### src/rtl/lcr_pkg.sv
// ----------------------------------------------------------------------------
// lcr_pkg: shared types, constants and functions of the line clip unit
// Outcode bits, register indexes, sequencer states and saturation helpers.
// ----------------------------------------------------------------------------
package lcr_pkg;

	// Fractional bits of the Q16.16 format.
	localparam int unsigned QFRAC = 16;

	// Outcode bits; y grows downward, so "below" means y beyond the bottom edge.
	localparam logic [3:0] CODE_LEFT  = 4'd1;
	localparam logic [3:0] CODE_RIGHT = 4'd2;
	localparam logic [3:0] CODE_BELOW = 4'd4;
	localparam logic [3:0] CODE_ABOVE = 4'd8;

	// Register indexes on the configuration port.
	localparam logic [1:0] REG_LEFT   = 2'd0;
	localparam logic [1:0] REG_RIGHT  = 2'd1;
	localparam logic [1:0] REG_TOP    = 2'd2;
	localparam logic [1:0] REG_BOTTOM = 2'd3;

	// Clip stages run per segment before it is accepted as it stands.
	localparam logic [2:0] MAX_STAGES = 3'd4;

	// Divider: 33-bit difference scaled by 2^16 gives a 49-bit dividend.
	localparam int unsigned DIV_NUM_W = 33;
	localparam int unsigned DIV_DVD_W = DIV_NUM_W + QFRAC;
	localparam logic [5:0]  DIV_STEPS = 6'(DIV_DVD_W);

	typedef enum logic [3:0] {
		ST_IDLE,
		ST_DIV_A,
		ST_WAIT_A,
		ST_DIV_B,
		ST_WAIT_B,
		ST_STAGE,
		ST_MUL_LO,
		ST_MUL_HI,
		ST_ROUND,
		ST_ADD,
		ST_OUT
	} state_t;

	// Outcode of one point against the rectangle; points on an edge are inside.
	function automatic logic [3:0] outcode(
		input logic signed [31:0] x,
		input logic signed [31:0] y,
		input logic signed [31:0] left,
		input logic signed [31:0] right,
		input logic signed [31:0] top,
		input logic signed [31:0] bottom
	);
		logic [3:0] c;
		c = '0;
		if (x < left) begin
			c = c | CODE_LEFT;
		end else if (x > right) begin
			c = c | CODE_RIGHT;
		end
		if (y > bottom) begin
			c = c | CODE_BELOW;
		end else if (y < top) begin
			c = c | CODE_ABOVE;
		end
		return c;
	endfunction

	// Saturate a 50-bit signed sum to 32 bits.
	function automatic logic [31:0] sat50(input logic [49:0] v);
		logic [31:0] r;
		if (v[49:31] == {19{v[49]}}) begin
			r = v[31:0];
		end else if (v[49]) begin
			r = 32'h8000_0000;
		end else begin
			r = 32'h7FFF_FFFF;
		end
		return r;
	endfunction

endpackage

### src/rtl/line_clip_to_rectangle_unit.sv
// ----------------------------------------------------------------------------
// line_clip_to_rectangle_unit: Cohen-Sutherland clipping of one segment
// Sequence: the divider forms the two slopes in turn (49 quotient bits each), then
//   each stage makes one decision, each clip runs MUL_LO, MUL_HI, ROUND and ADD,
//   and the finished segment moves to the output register.
// Flow: one segment at a time; the bit-serial divider and the two-pass 32x17
//   multiplier set the pace. The input is not ready meanwhile.
// Reset: arst_n clears the sequencer, the stage count, the output valid and the clip rectangle to 0.
// ----------------------------------------------------------------------------
module line_clip_to_rectangle_unit (
	input  logic         clk,
	input  logic         arst_n,
	// Input stream.
	input  logic         s_tvalid,
	output logic         s_tready,
	input  logic [127:0] s_tdata,  // first_x, first_y, second_x, second_y
	// Result stream.
	output logic         m_tvalid,
	input  logic         m_tready,
	output logic [127:0] m_tdata,  // out_first_x, out_first_y, out_second_x, out_second_y
	output logic [0:0]   m_tuser,  // accepted
	// Configuration port.
	input  logic         psel,
	input  logic         penable,
	input  logic         pwrite,
	input  logic [3:0]   paddr,
	input  logic [31:0]  pwdata,
	output logic [31:0]  prdata,
	output logic         pready
);

	lcr_pkg::state_t state_q, state_d;

	// Clip rectangle; the user must write it over the configuration port while idle (not enforced).
	logic signed [31:0] clip_left_q, clip_right_q, clip_top_q, clip_bottom_q;

	// Working endpoints: p is the point being clipped, q the other one.
	logic signed [31:0] px_q, py_q, qx_q, qy_q;
	logic signed [31:0] dydx_q, dxdy_q;
	logic [2:0]         stage_q;
	logic               acc_q;

	// Operands of the current clip step.
	logic signed [31:0] slope_q;
	logic signed [32:0] d_q;
	logic signed [31:0] coord_q;
	logic               xclip_q;
	logic signed [64:0] prod_q;
	logic signed [48:0] q_q;

	// Output register.
	logic               m_tvalid_q;
	logic [127:0]       out_data_q;
	logic               out_acc_q;

	// Divider hookup.
	logic                div_start;
	logic signed [32:0]  div_num, div_den;
	logic                div_done;
	logic signed [31:0]  div_quot;

	// Stage decision.
	logic [3:0]         cs, ce, code;
	logic               resolved, accept_now, swap;
	logic signed [31:0] pcx, pcy, edge_val;
	logic               x_clip;
	logic signed [32:0] d_new;

	// Shared multiplier.
	logic signed [16:0] mul_b;
	logic signed [48:0] product;
	logic [49:0]        sum;

	logic cfg_wr, in_acc, out_load;

	assign pready = 1'b1;
	assign cfg_wr = psel & penable & pwrite;
	assign in_acc = s_tvalid & s_tready;

	// Register writes and reads; the low address bits are not decoded.
	always_ff @(posedge clk or negedge arst_n) begin
		if (!arst_n) begin
			clip_left_q   <= '0;
			clip_right_q  <= '0;
			clip_top_q    <= '0;
			clip_bottom_q <= '0;
		end else if (cfg_wr) begin
			unique case (paddr[3:2])
				lcr_pkg::REG_LEFT:   clip_left_q   <= pwdata;
				lcr_pkg::REG_RIGHT:  clip_right_q  <= pwdata;
				lcr_pkg::REG_TOP:    clip_top_q    <= pwdata;
				lcr_pkg::REG_BOTTOM: clip_bottom_q <= pwdata;
				default: ;
			endcase
		end
	end

	always_comb begin
		unique case (paddr[3:2])
			lcr_pkg::REG_LEFT:   prdata = clip_left_q;
			lcr_pkg::REG_RIGHT:  prdata = clip_right_q;
			lcr_pkg::REG_TOP:    prdata = clip_top_q;
			lcr_pkg::REG_BOTTOM: prdata = clip_bottom_q;
			default:             prdata = '0;
		endcase
	end

	// The divider computes dy/dx first, then dx/dy, both from the input points.
	lcr_div u_div (
		.clk    (clk),
		.arst_n (arst_n),
		.start  (div_start),
		.num    (div_num),
		.den    (div_den),
		.done   (div_done),
		.quot   (div_quot)
	);

	// The outcodes follow from the points themselves: the code of q only
	// changes on a swap, and then q takes a point that was inside.
	always_comb begin
		cs = lcr_pkg::outcode(px_q, py_q, clip_left_q, clip_right_q, clip_top_q,
			clip_bottom_q);
		ce = lcr_pkg::outcode(qx_q, qy_q, clip_left_q, clip_right_q, clip_top_q,
			clip_bottom_q);
		accept_now = (stage_q == lcr_pkg::MAX_STAGES) || ((cs | ce) == '0);
		resolved   = accept_now || ((cs & ce) != '0);
		swap       = (cs == '0);
		code       = swap ? ce : cs;
		pcx        = swap ? qx_q : px_q;
		pcy        = swap ? qy_q : py_q;
		priority if ((code & lcr_pkg::CODE_LEFT) != '0) begin
			x_clip   = 1'b1;
			edge_val = clip_left_q;
		end else if ((code & lcr_pkg::CODE_RIGHT) != '0) begin
			x_clip   = 1'b1;
			edge_val = clip_right_q;
		end else if ((code & lcr_pkg::CODE_BELOW) != '0) begin
			x_clip   = 1'b0;
			edge_val = clip_bottom_q;
		end else begin
			x_clip   = 1'b0;
			edge_val = clip_top_q;
		end
		// Distance from the point to the chosen edge, exact at 33 bits.
		d_new = {edge_val[31], edge_val} - (x_clip ? {pcx[31], pcx} : {pcy[31], pcy});
	end

	// The one multiplier takes the low then the high half of the distance.
	always_comb begin
		mul_b   = (state_q == lcr_pkg::ST_MUL_LO) ? $signed({1'b0, d_q[15:0]}) : d_q[32:16];
		product = slope_q * mul_b;
		sum     = {{18{coord_q[31]}}, coord_q} + {q_q[48], q_q};
	end

	always_comb begin
		state_d = state_q;
		unique case (state_q)
			lcr_pkg::ST_IDLE:   if (s_tvalid) state_d = lcr_pkg::ST_DIV_A;
			lcr_pkg::ST_DIV_A:  state_d = lcr_pkg::ST_WAIT_A;
			lcr_pkg::ST_WAIT_A: if (div_done) state_d = lcr_pkg::ST_DIV_B;
			lcr_pkg::ST_DIV_B:  state_d = lcr_pkg::ST_WAIT_B;
			lcr_pkg::ST_WAIT_B: if (div_done) state_d = lcr_pkg::ST_STAGE;
			lcr_pkg::ST_STAGE:  state_d = resolved ? lcr_pkg::ST_OUT : lcr_pkg::ST_MUL_LO;
			lcr_pkg::ST_MUL_LO: state_d = lcr_pkg::ST_MUL_HI;
			lcr_pkg::ST_MUL_HI: state_d = lcr_pkg::ST_ROUND;
			lcr_pkg::ST_ROUND:  state_d = lcr_pkg::ST_ADD;
			lcr_pkg::ST_ADD:    state_d = lcr_pkg::ST_STAGE;
			lcr_pkg::ST_OUT:    if (out_load) state_d = lcr_pkg::ST_IDLE;
			default:            state_d = lcr_pkg::ST_IDLE;
		endcase
	end

	always_comb begin
		s_tready  = (state_q == lcr_pkg::ST_IDLE);
		div_start = (state_q == lcr_pkg::ST_DIV_A) || (state_q == lcr_pkg::ST_DIV_B);
		if (state_q == lcr_pkg::ST_DIV_A) begin
			div_num = {qy_q[31], qy_q} - {py_q[31], py_q};
			div_den = {qx_q[31], qx_q} - {px_q[31], px_q};
		end else begin
			div_num = {qx_q[31], qx_q} - {px_q[31], px_q};
			div_den = {qy_q[31], qy_q} - {py_q[31], py_q};
		end
		// A finished result moves out once the output register is free.
		out_load = (state_q == lcr_pkg::ST_OUT) && (!m_tvalid_q || m_tready);
	end

	always_ff @(posedge clk or negedge arst_n) begin
		if (!arst_n) begin
			state_q    <= lcr_pkg::ST_IDLE;
			stage_q    <= '0;
			m_tvalid_q <= 1'b0;
		end else begin
			state_q <= state_d;
			if (in_acc) begin
				stage_q <= '0;
			end else if (state_q == lcr_pkg::ST_ADD) begin
				stage_q <= stage_q + 3'd1;
			end
			if (out_load) begin
				m_tvalid_q <= 1'b1;
			end else if (m_tready) begin
				m_tvalid_q <= 1'b0;
			end
		end
	end

	always_ff @(posedge clk) begin
		if (in_acc) begin
			px_q <= s_tdata[31:0];
			py_q <= s_tdata[63:32];
			qx_q <= s_tdata[95:64];
			qy_q <= s_tdata[127:96];
		end
		if ((state_q == lcr_pkg::ST_WAIT_A) && div_done) begin
			dydx_q <= div_quot;
		end
		if ((state_q == lcr_pkg::ST_WAIT_B) && div_done) begin
			dxdy_q <= div_quot;
		end
		if (state_q == lcr_pkg::ST_STAGE) begin
			acc_q <= accept_now;
			if (!resolved) begin
				// Put the outside point first and pin it to the edge; the
				// other coordinate is advanced along the slope afterwards.
				if (swap) begin
					qx_q <= px_q;
					qy_q <= py_q;
				end
				px_q    <= x_clip ? edge_val : pcx;
				py_q    <= x_clip ? pcy : edge_val;
				coord_q <= x_clip ? pcy : pcx;
				slope_q <= x_clip ? dydx_q : dxdy_q;
				d_q     <= d_new;
				xclip_q <= x_clip;
			end
		end
		if (state_q == lcr_pkg::ST_MUL_LO) begin
			prod_q <= {{16{product[48]}}, product};
		end
		if (state_q == lcr_pkg::ST_MUL_HI) begin
			prod_q <= prod_q + {product, 16'b0};
		end
		if (state_q == lcr_pkg::ST_ROUND) begin
			// Shift by 2^16 with truncation toward zero.
			q_q <= prod_q[64:16] + {48'b0, prod_q[64] & (prod_q[15:0] != '0)};
		end
		if (state_q == lcr_pkg::ST_ADD) begin
			if (xclip_q) begin
				py_q <= lcr_pkg::sat50(sum);
			end else begin
				px_q <= lcr_pkg::sat50(sum);
			end
		end
		if (out_load) begin
			out_data_q <= {qy_q, qx_q, py_q, px_q};
			out_acc_q  <= acc_q;
		end
	end

	assign m_tvalid = m_tvalid_q;
	assign m_tdata  = out_data_q;
	assign m_tuser  = out_acc_q;

endmodule

### src/rtl/lcr_div.sv
// ----------------------------------------------------------------------------
// lcr_div: bit-serial signed divider for the Q16.16 slopes
// Restoring division on magnitudes, one quotient bit per cycle, with the
// quotient truncated toward zero and saturated to 32 bits; zero divisor gives 0.
// ----------------------------------------------------------------------------
module lcr_div (
	input  logic                                clk,
	input  logic                                arst_n,
	input  logic                                start,
	input  logic signed [lcr_pkg::DIV_NUM_W-1:0] num,
	input  logic signed [lcr_pkg::DIV_NUM_W-1:0] den,
	output logic                                done,
	output logic signed [31:0]                  quot
);

	localparam int unsigned NW = lcr_pkg::DIV_NUM_W;
	localparam int unsigned DW = lcr_pkg::DIV_DVD_W;

	logic          busy_q;
	logic          done_q;
	logic [5:0]    cnt_q;
	logic [NW-1:0] rem_q;
	logic [DW-1:0] quo_q;
	logic [NW-1:0] den_q;
	logic          neg_q;
	logic          zero_q;

	logic [NW-1:0] num_mag;
	logic [NW-1:0] den_mag;
	logic [NW:0]   trial;
	logic [NW+1:0] diff;
	logic          fits;

	always_comb begin
		num_mag = num[NW-1] ? (~num + 1'b1) : num;
		den_mag = den[NW-1] ? (~den + 1'b1) : den;
		trial   = {rem_q, quo_q[DW-1]};
		diff    = {1'b0, trial} - {2'b00, den_q};
		fits    = ~diff[NW+1];
	end

	always_ff @(posedge clk or negedge arst_n) begin
		if (!arst_n) begin
			busy_q <= 1'b0;
			done_q <= 1'b0;
			cnt_q  <= '0;
		end else begin
			done_q <= 1'b0;
			if (start) begin
				busy_q <= 1'b1;
				cnt_q  <= '0;
			end else if (busy_q) begin
				cnt_q <= cnt_q + 6'd1;
				if (cnt_q == lcr_pkg::DIV_STEPS - 6'd1) begin
					busy_q <= 1'b0;
					done_q <= 1'b1;
				end
			end
		end
	end

	always_ff @(posedge clk) begin
		if (start) begin
			rem_q  <= '0;
			quo_q  <= {num_mag, {lcr_pkg::QFRAC{1'b0}}};
			den_q  <= den_mag;
			neg_q  <= num[NW-1] ^ den[NW-1];
			zero_q <= (den == '0);
		end else if (busy_q) begin
			if (fits) begin
				rem_q <= diff[NW-1:0];
			end else begin
				rem_q <= trial[NW-1:0];
			end
			quo_q <= {quo_q[DW-2:0], fits};
		end
	end

	always_comb begin
		if (zero_q) begin
			quot = '0;
		end else if (!neg_q) begin
			quot = (quo_q > DW'(32'h7FFF_FFFF)) ? 32'sh7FFF_FFFF : $signed(quo_q[31:0]);
		end else begin
			quot = (quo_q > DW'(32'h8000_0000)) ? 32'sh8000_0000 :
				$signed(~quo_q[31:0] + 32'd1);
		end
	end

	assign done = done_q;

endmodule

### config.mk
export PLATFORM = sky130hd
export DESIGN_NAME = line_clip_to_rectangle_unit
export DESIGN_NICKNAME = d
export VERILOG_FILES = /design/src/rtl/lcr_pkg.sv /design/src/rtl/line_clip_to_rectangle_unit.sv /design/src/rtl/lcr_div.sv
export SDC_FILE = /design/constraint.sdc
export NUM_CORES = 2
export LEC_CHECK = 0
export BUFFER_PORTS_ARGS = -buffer_cell sky130_fd_sc_hd__buf_4
export CAP_MARGIN = 0
export CORE_MARGIN = 4
export CORE_UTILIZATION = 35
export CTS_BUF_LIST = sky130_fd_sc_hd__clkbuf_4 sky130_fd_sc_hd__clkbuf_8 sky130_fd_sc_hd__clkbuf_16
export CTS_CLUSTER_DIAMETER = 100
export DETAILED_ROUTE_END_ITERATION = 6
export MAX_ROUTING_LAYER = met4
export PLACE_DENSITY = 0.61
export SYNTH_ARGS = -nofsm -noshare
export SYNTH_HDL_FRONTEND = slang
export SYNTH_HIERARCHICAL = 1
export SYNTH_SLANG_ARGS = --single-unit
### constraint.sdc
create_clock -name clk -period 14.9 [get_ports clk]
set_input_delay 2.98 -clock clk [delete_from_list [all_inputs] [get_ports clk]]
set_output_delay 2.98 -clock clk [all_outputs]
set_load 0.03 [all_outputs]
# == Word-level counts from Yosys, hierarchy flattened ==
# Index checks and enable logic that the tools add are counted.
# W data, S select, Z words.
# classes
add_sub_neg,12
mul,1
n_div,0
n_lt_le_gt_ge,10
eq_ne,20
shifts,0
mux,74
n_bitwise,12
reduce_logical,25
# op_table
cell,count
$mux W32,34
$mux W33,5
$mux W65,2
$gt A32 B32 Y1,4
$lt A32 B32 Y1,4
$pmux W32 S4,1
$mux W49,2
$add A33 B1 Y33 const B,2
$not A33 Y33,2
$sub A32 B32 Y33,2
$add A65 B65 Y65,1
$add A32 B49 Y50,1
$add A49 B1 Y49,1
$gt A49 B31 Y1 const B,1
$gt A49 B32 Y1 const B,1
$mul A32 B17 Y49,1
$pmux W4 S11,1
$mux W4,9
$sub A34 B33 Y35,1
$logic_not A33 Y1,1
$sub A33 B33 Y33,1
$add A32 B1 Y32 const B,1
$not A32 Y32,1
$eq A18 B18 Y1,1
other kinds (32),74
# totals
ff_bits,795
latch_bits,0
ramBits,0
romBits,0
inputBits,171
output_inout_bits,164
elab_cells,186
n_memories,0

# == Logic depth before layout (Yosys ltp) ==
# logic_depth
depth_word,15
depth_mapped,43
ltp_nobuf,40

# == Modules after synthesis ==
# The synthesis kept the hierarchy.
# modules_own_cells
module,instances,cells_each,area_each_um2,seq_area_each_um2
line_clip_to_rectangle_unit,1,7090,65257.6,18157.4
lcr_div,1,1111,9151.3,3223.1

# == Worst setup path after synthesis ==
# OpenSTA, ideal clock, no wires.
# synth_path
path_kind,input to register
from,in m_tready
to,"reg out_data_q[0] (netlist: m_tdata[0]), enable pin"
setup_ns,0.802
arrival_time_ns,12.476
t_required_ns,14.098
path_slack_ns,1.623
cell_stages,2
path_buffers,0
cell_sequence,nand2b_1 nor3b_1
# synth_via
elab_chain_len,2
# synth_lines
item,line,text
"start, declared",line_clip_to_rectangle_unit.sv:19,"input logic m_tready,"
$logic_or A1 B1 Y1,line_clip_to_rectangle_unit.sv:185,out_load = (state_q == lcr_pkg::ST_OUT) && (!m_tvalid_q || m_tready);
$logic_and A1 B1 Y1,line_clip_to_rectangle_unit.sv:185,
net out_load,line_clip_to_rectangle_unit.sv:74,"logic cfg_wr, in_acc, out_load;"
"end signal, assigned",line_clip_to_rectangle_unit.sv:256,"out_data_q <= {qy_q, qx_q, py_q, px_q};"
"end, declared",line_clip_to_rectangle_unit.sv:53,logic [127:0] out_data_q;
# The timed path passes the listed nets, and every way through them passes these cells.
# A chain may end at the register's enable or synchronous reset.

# == Worst setup path in the final report ==
# layout_path
from,reg state_q[1]
to,reg prod_q[63] (data pin)
# layout_via
elab_chain_len,5
elab_cells_between_ends,7
cone_classes,add/sub (1); mul (1); eq/ne (2); mux (3)
# layout_lines
item,line,text
"start, declared",line_clip_to_rectangle_unit.sv:32,"lcr_pkg::state_t state_q, state_d;"
"start signal, assigned",line_clip_to_rectangle_unit.sv:190,state_q <= lcr_pkg::ST_IDLE;
"start signal, assigned",line_clip_to_rectangle_unit.sv:194,state_q <= state_d;
$eq A4 B3 Y1,line_clip_to_rectangle_unit.sv:151,"mul_b = (state_q == lcr_pkg::ST_MUL_LO) ? $signed({1'b0, d_q[15:0]}) : d_q[32:16];"
$mux W17,line_clip_to_rectangle_unit.sv:151,
$mul A32 B17 Y49,line_clip_to_rectangle_unit.sv:152,product = slope_q * mul_b;
$add A65 B65 Y65 / $mux W65 (equally long branches),"line_clip_to_rectangle_unit.sv:242, line_clip_to_rectangle_unit.sv:238",
$mux W65 *,line_clip_to_rectangle_unit.sv:241,if (state_q == lcr_pkg::ST_MUL_HI) begin
"end signal, assigned",line_clip_to_rectangle_unit.sv:239,"prod_q <= {{16{product[48]}}, product};"
"end signal, assigned",line_clip_to_rectangle_unit.sv:242,"prod_q <= prod_q + {product, 16'b0};"
"end, declared",line_clip_to_rectangle_unit.sv:48,logic signed [64:0] prod_q;
# Every way passes the cells marked *; elsewhere a longest branch is shown, timed or not. The select of a mux whose other input is x is not followed.

==> results summary <==
Based on the critical path, the design can be clocked at up to 83.1 MHz. For this design, the slowest cell found on the critical path is sky130_fd_sc_hd__nor2_4. The share of final-layout standard cells stronger than drive strength 1 is 9.91%. The total number of vias is a little over 60k. The leading area contributor after synthesis is sky130_fd_sc_hd__edfxtp_1. The estimated wirelength of the detail-placed design is 215000 um.

The placeable core region is 211000 sq um. The root cell of the clock tree is sky130_fd_sc_hd__clkbuf_16. The number of I/O pins is approximately 340.

The number of core rows is 168. The clock tree buffer depth is 3. The cell repeated most along the worst path is sky130_fd_sc_hd__fa_1.

The register bit count reported by yosys is 795. The tightest min-delay check is of the register to register type. The largest stage delay on the critical path came out at 0.90 ns. The number of instances resized during post-cts repair is 0. The setup total negative slack is 0 ns.

The die covers 220000 sq um. The hold buffer count at cts came out at 0. Setup repair after global routing left no endpoint under its margin.

The number of nets produced by synthesis came out at 9506. The sequential element share of the synthesized area is 28.7%. The via count normalized by instance count is 5.55. The worst path uses 80.8% of the clock period.

The highest routing layer actually used is met4. In the final routed layout, each cell accounts on average for 24.0 um. The H-tree depth is 3.

The number of nets with antenna violations after detailed routing is 0. The worst setup path is captured at a register. The overflow left after global routing is 0. The reg-to-reg setup timing slack is between 2 and 3 ns. The share of Yosys cell area claimed by the top area cell type came out at 19.1%. The worst-margin pin slew is 1.20 ns.

The average cell area after synthesis came out at 9.07 sq um. The first global-routing pass estimated 402000 um of wire. From bottom edge to top edge, the die measures 469 um. The overall global routing resource usage came out at 24.9%. Synthesis produced 8201 cells. The minimum period implied by the final worst setup slack is approximately 12 ns. After the first detailed-routing iteration, the DRC count stood at 5694. The flip-flop and latch area is about 21000 sq um. The detailed-router iteration count before antenna repair came out at 7.

In this run the worst path has a maximum fanout of 32. The critical path is of the register to register type. The main flop type after synthesis is sky130_fd_sc_hd__edfxtp_1. The library cell used most frequently in the layout, excluding fill and tap cells, is sky130_fd_sc_hd__nand2_1. The max-slew violation count is 0. The worst pin sits at a relative slew slack of ~20%. The area overhead of the layout relative to synthesis came out at 11.6%.

In the final routing, the length of wire on met1 measures 114000 um. The setup skew after layout is 0.0753 ns. The insertion delay to the later sink of the worst-skew pair came out at 0.75 ns. The number of buffers added by the clock tree synthesis step is 91. The overall routed net length came out at 270000 um.

The combined area of the multi-input logic cells is 48200 sq um. The post-CTS setup-driven buffer insertion count is 0. The count of fill cells added during filler insertion came out at around 21k. The clock input transition at the sequential cells of the worst setup and hold paths came out at around 0.060 ns. The routability congestion estimate from global placement came out at 1.02.

In this run, distinct cell masters in the synthesized netlist total 105. The final reports fail on design-rule violations. The run finished, with violations left. The final count of negative-setup-slack endpoints is 0.

The library cells used most frequently in the layout, excluding fill and tap cells, are sky130_fd_sc_hd__nand2_1 (1231), sky130_fd_sc_hd__inv_1 (910), sky130_fd_sc_hd__ha_1 (607), sky130_fd_sc_hd__fa_1 (527), sky130_fd_sc_hd__edfxtp_1 (474). The routed length on met3 is 21400 um. The number of antenna violations at the first check in global routing is 12. The final net count is a little under 10k.

The residual DRC count came out at 2. The die boundary width came out at between 400 and 500 um. The number of warnings issued by yosys came out at 6.

The number of global-route vias before repair is 61.8k. The clock drives roughly 800 sinks. The count of buffers from port buffering is 331. The synthesized design contains approximately 470 enable-type register cells. Of all flip-flops after synthesis, the portion carrying an async set or reset was 18.1%.

The max capacitance violation total came out at 0. Ranked by total cell area, the synthesized netlist is headed by sky130_fd_sc_hd__edfxtp_1 (19%), sky130_fd_sc_hd__fa_1 (14%), sky130_fd_sc_hd__ha_1 (10%). Data on the critical path arrives at its endpoint at 12.44 ns. STA classifies the critical path startpoint as a register.

The detailed route wirelength on metal2 came out at 119000 um. The summed instance area of the synthesized netlist came out at 74400 sq um. The count of endpoints failing hold in the final timing report is 0. TritonCTS built the clock tree. The worst path required time came out at 15.30 ns. The largest net degree at the start of global routing is approximately 130.

The initial utilization of the core area, before any placement, comes to 35.3%.
## area by class of cell
| class | instances | share of cell area [%] |
|---|---|---|
| clock inverters | 52 | 0.805 |
| flip-flops and latches | 795 | 25.8 |
| well taps | 2805 | 4.23 |
| repair buffers | 426 | 3.87 |
| clock buffers | 120 | 3.12 |
| diodes | 9 | 0.0271 |
| inverters | 913 | 4.13 |
| multi-input cells | 6116 | 58.0 |
## metrics by stage
stage	utilization [%]	hold WS, ns	area, sq um	cells	setup WS (ns)
after floorplan	-	0.400	74400	8201	1.62
after global placement	37.9	0.442	79700	11100	3.21
after detailed placement	37.9	0.450	79700	11100	3.13
after CTS	39.4	0.429	83000	11200	3.01
after global routing	39.4	0.466	83000	11200	2.11
final	39.4	0.432	83000	11200	2.87
## worst paths after layout
kind / startpoint / end / cells after the start
hold / removal: qx_q[31]$_DFF_P_ / m_tdata[95]$_DFFE_PP_ / 0
hold reg to reg: qx_q[31]$_DFF_P_ / m_tdata[95]$_DFFE_PP_ / 0
setup reg to reg: state_q[1]$_DFFE_PN0P_ / prod_q[63]$_DFFE_PP_ / 37
min in group asynchronous: arst_n / clip_right_q[3]$_DFFE_PN0P_ / 1
setup / recovery: state_q[1]$_DFFE_PN0P_ / prod_q[63]$_DFFE_PP_ / 37
max in group asynchronous: arst_n / state_q[2]$_DFFE_PN0P_ / 2
## registers in the layout (all words and copies together) (netlist names), 6 cells and up
name / cells
dydx_q: 32
prod_q: 65
clip_right_q: 32
coord_q: 32
u_div/rem_q: 33
u_div/quo_q: 49
u_div/cnt_q: 6
m_tdata: 128
clip_bottom_q: 32
qx_q: 32
d_q: 33
u_div/den_q: 33
qy_q: 32
slope_q: 32
q_q: 49
clip_left_q: 32
clip_top_q: 32
px_q: 32
dxdy_q: 32
py_q: 32
## cell families (layout without fill, tap and decap cells)
logic type,Yosys count,after routing,synth area share [%]
xor gates and xnor gates,355,355,4.18
DFF,795,795,28.7
other,1,10,0.00504
adders and majority gates,1134,1134,24.4
buffers and inverters,1290,1511,6.69
and+or+nand+nor,2561,2561,16.0
AOI/OAI and AO/OA,1764,1764,15.2
muxes,301,301,4.77
## Yosys cell counts, drive strengths merged, types with 38 or more instances
cell type / count
a211o: 61
a211oi: 92
a21o: 162
a21oi: 460
a311oi: 39
a31oi: 56
and2: 197
and3: 60
buf: 98
clkbuf: 279
dfrtp: 144
dfxtp: 177
edfxtp: 474
fa: 527
ha: 607
inv: 913
mux2: 95
mux2i: 174
nand2: 1233
nand2b: 49
nand3: 103
nand4: 90
nor2: 437
nor2b: 117
nor3: 85
nor4: 43
o211ai: 76
o21a: 78
o21ai: 456
o21bai: 40
o31ai: 38
or3: 51
xnor2: 229
xor2: 126
## per-layer routing
layer | global-route usage (%) | up-vias
met4 | 12.2 | 0
met3 | 3.90 | 471
met5 | - | -
met1 | 32.6 | 30800
met2 | 37.8 | 2553
li1 | - | 28500
## worst max-delay path: cells and delay by family, from the launching register on
kind / cells / cell delay, ns
xor+xnor: 1 / 0.30
compound gates: 14 / 3.11
buf+inv: 4 / 0.21
fa+ha+maj: 8 / 3.89
mux: 2 / 0.90
flops: 1 / 0.63
simple gates: 8 / 2.63
Power is left out: the tool's default activity adds up to more than one toggle a clock period on the data nets, which glitch-free logic cannot reach.
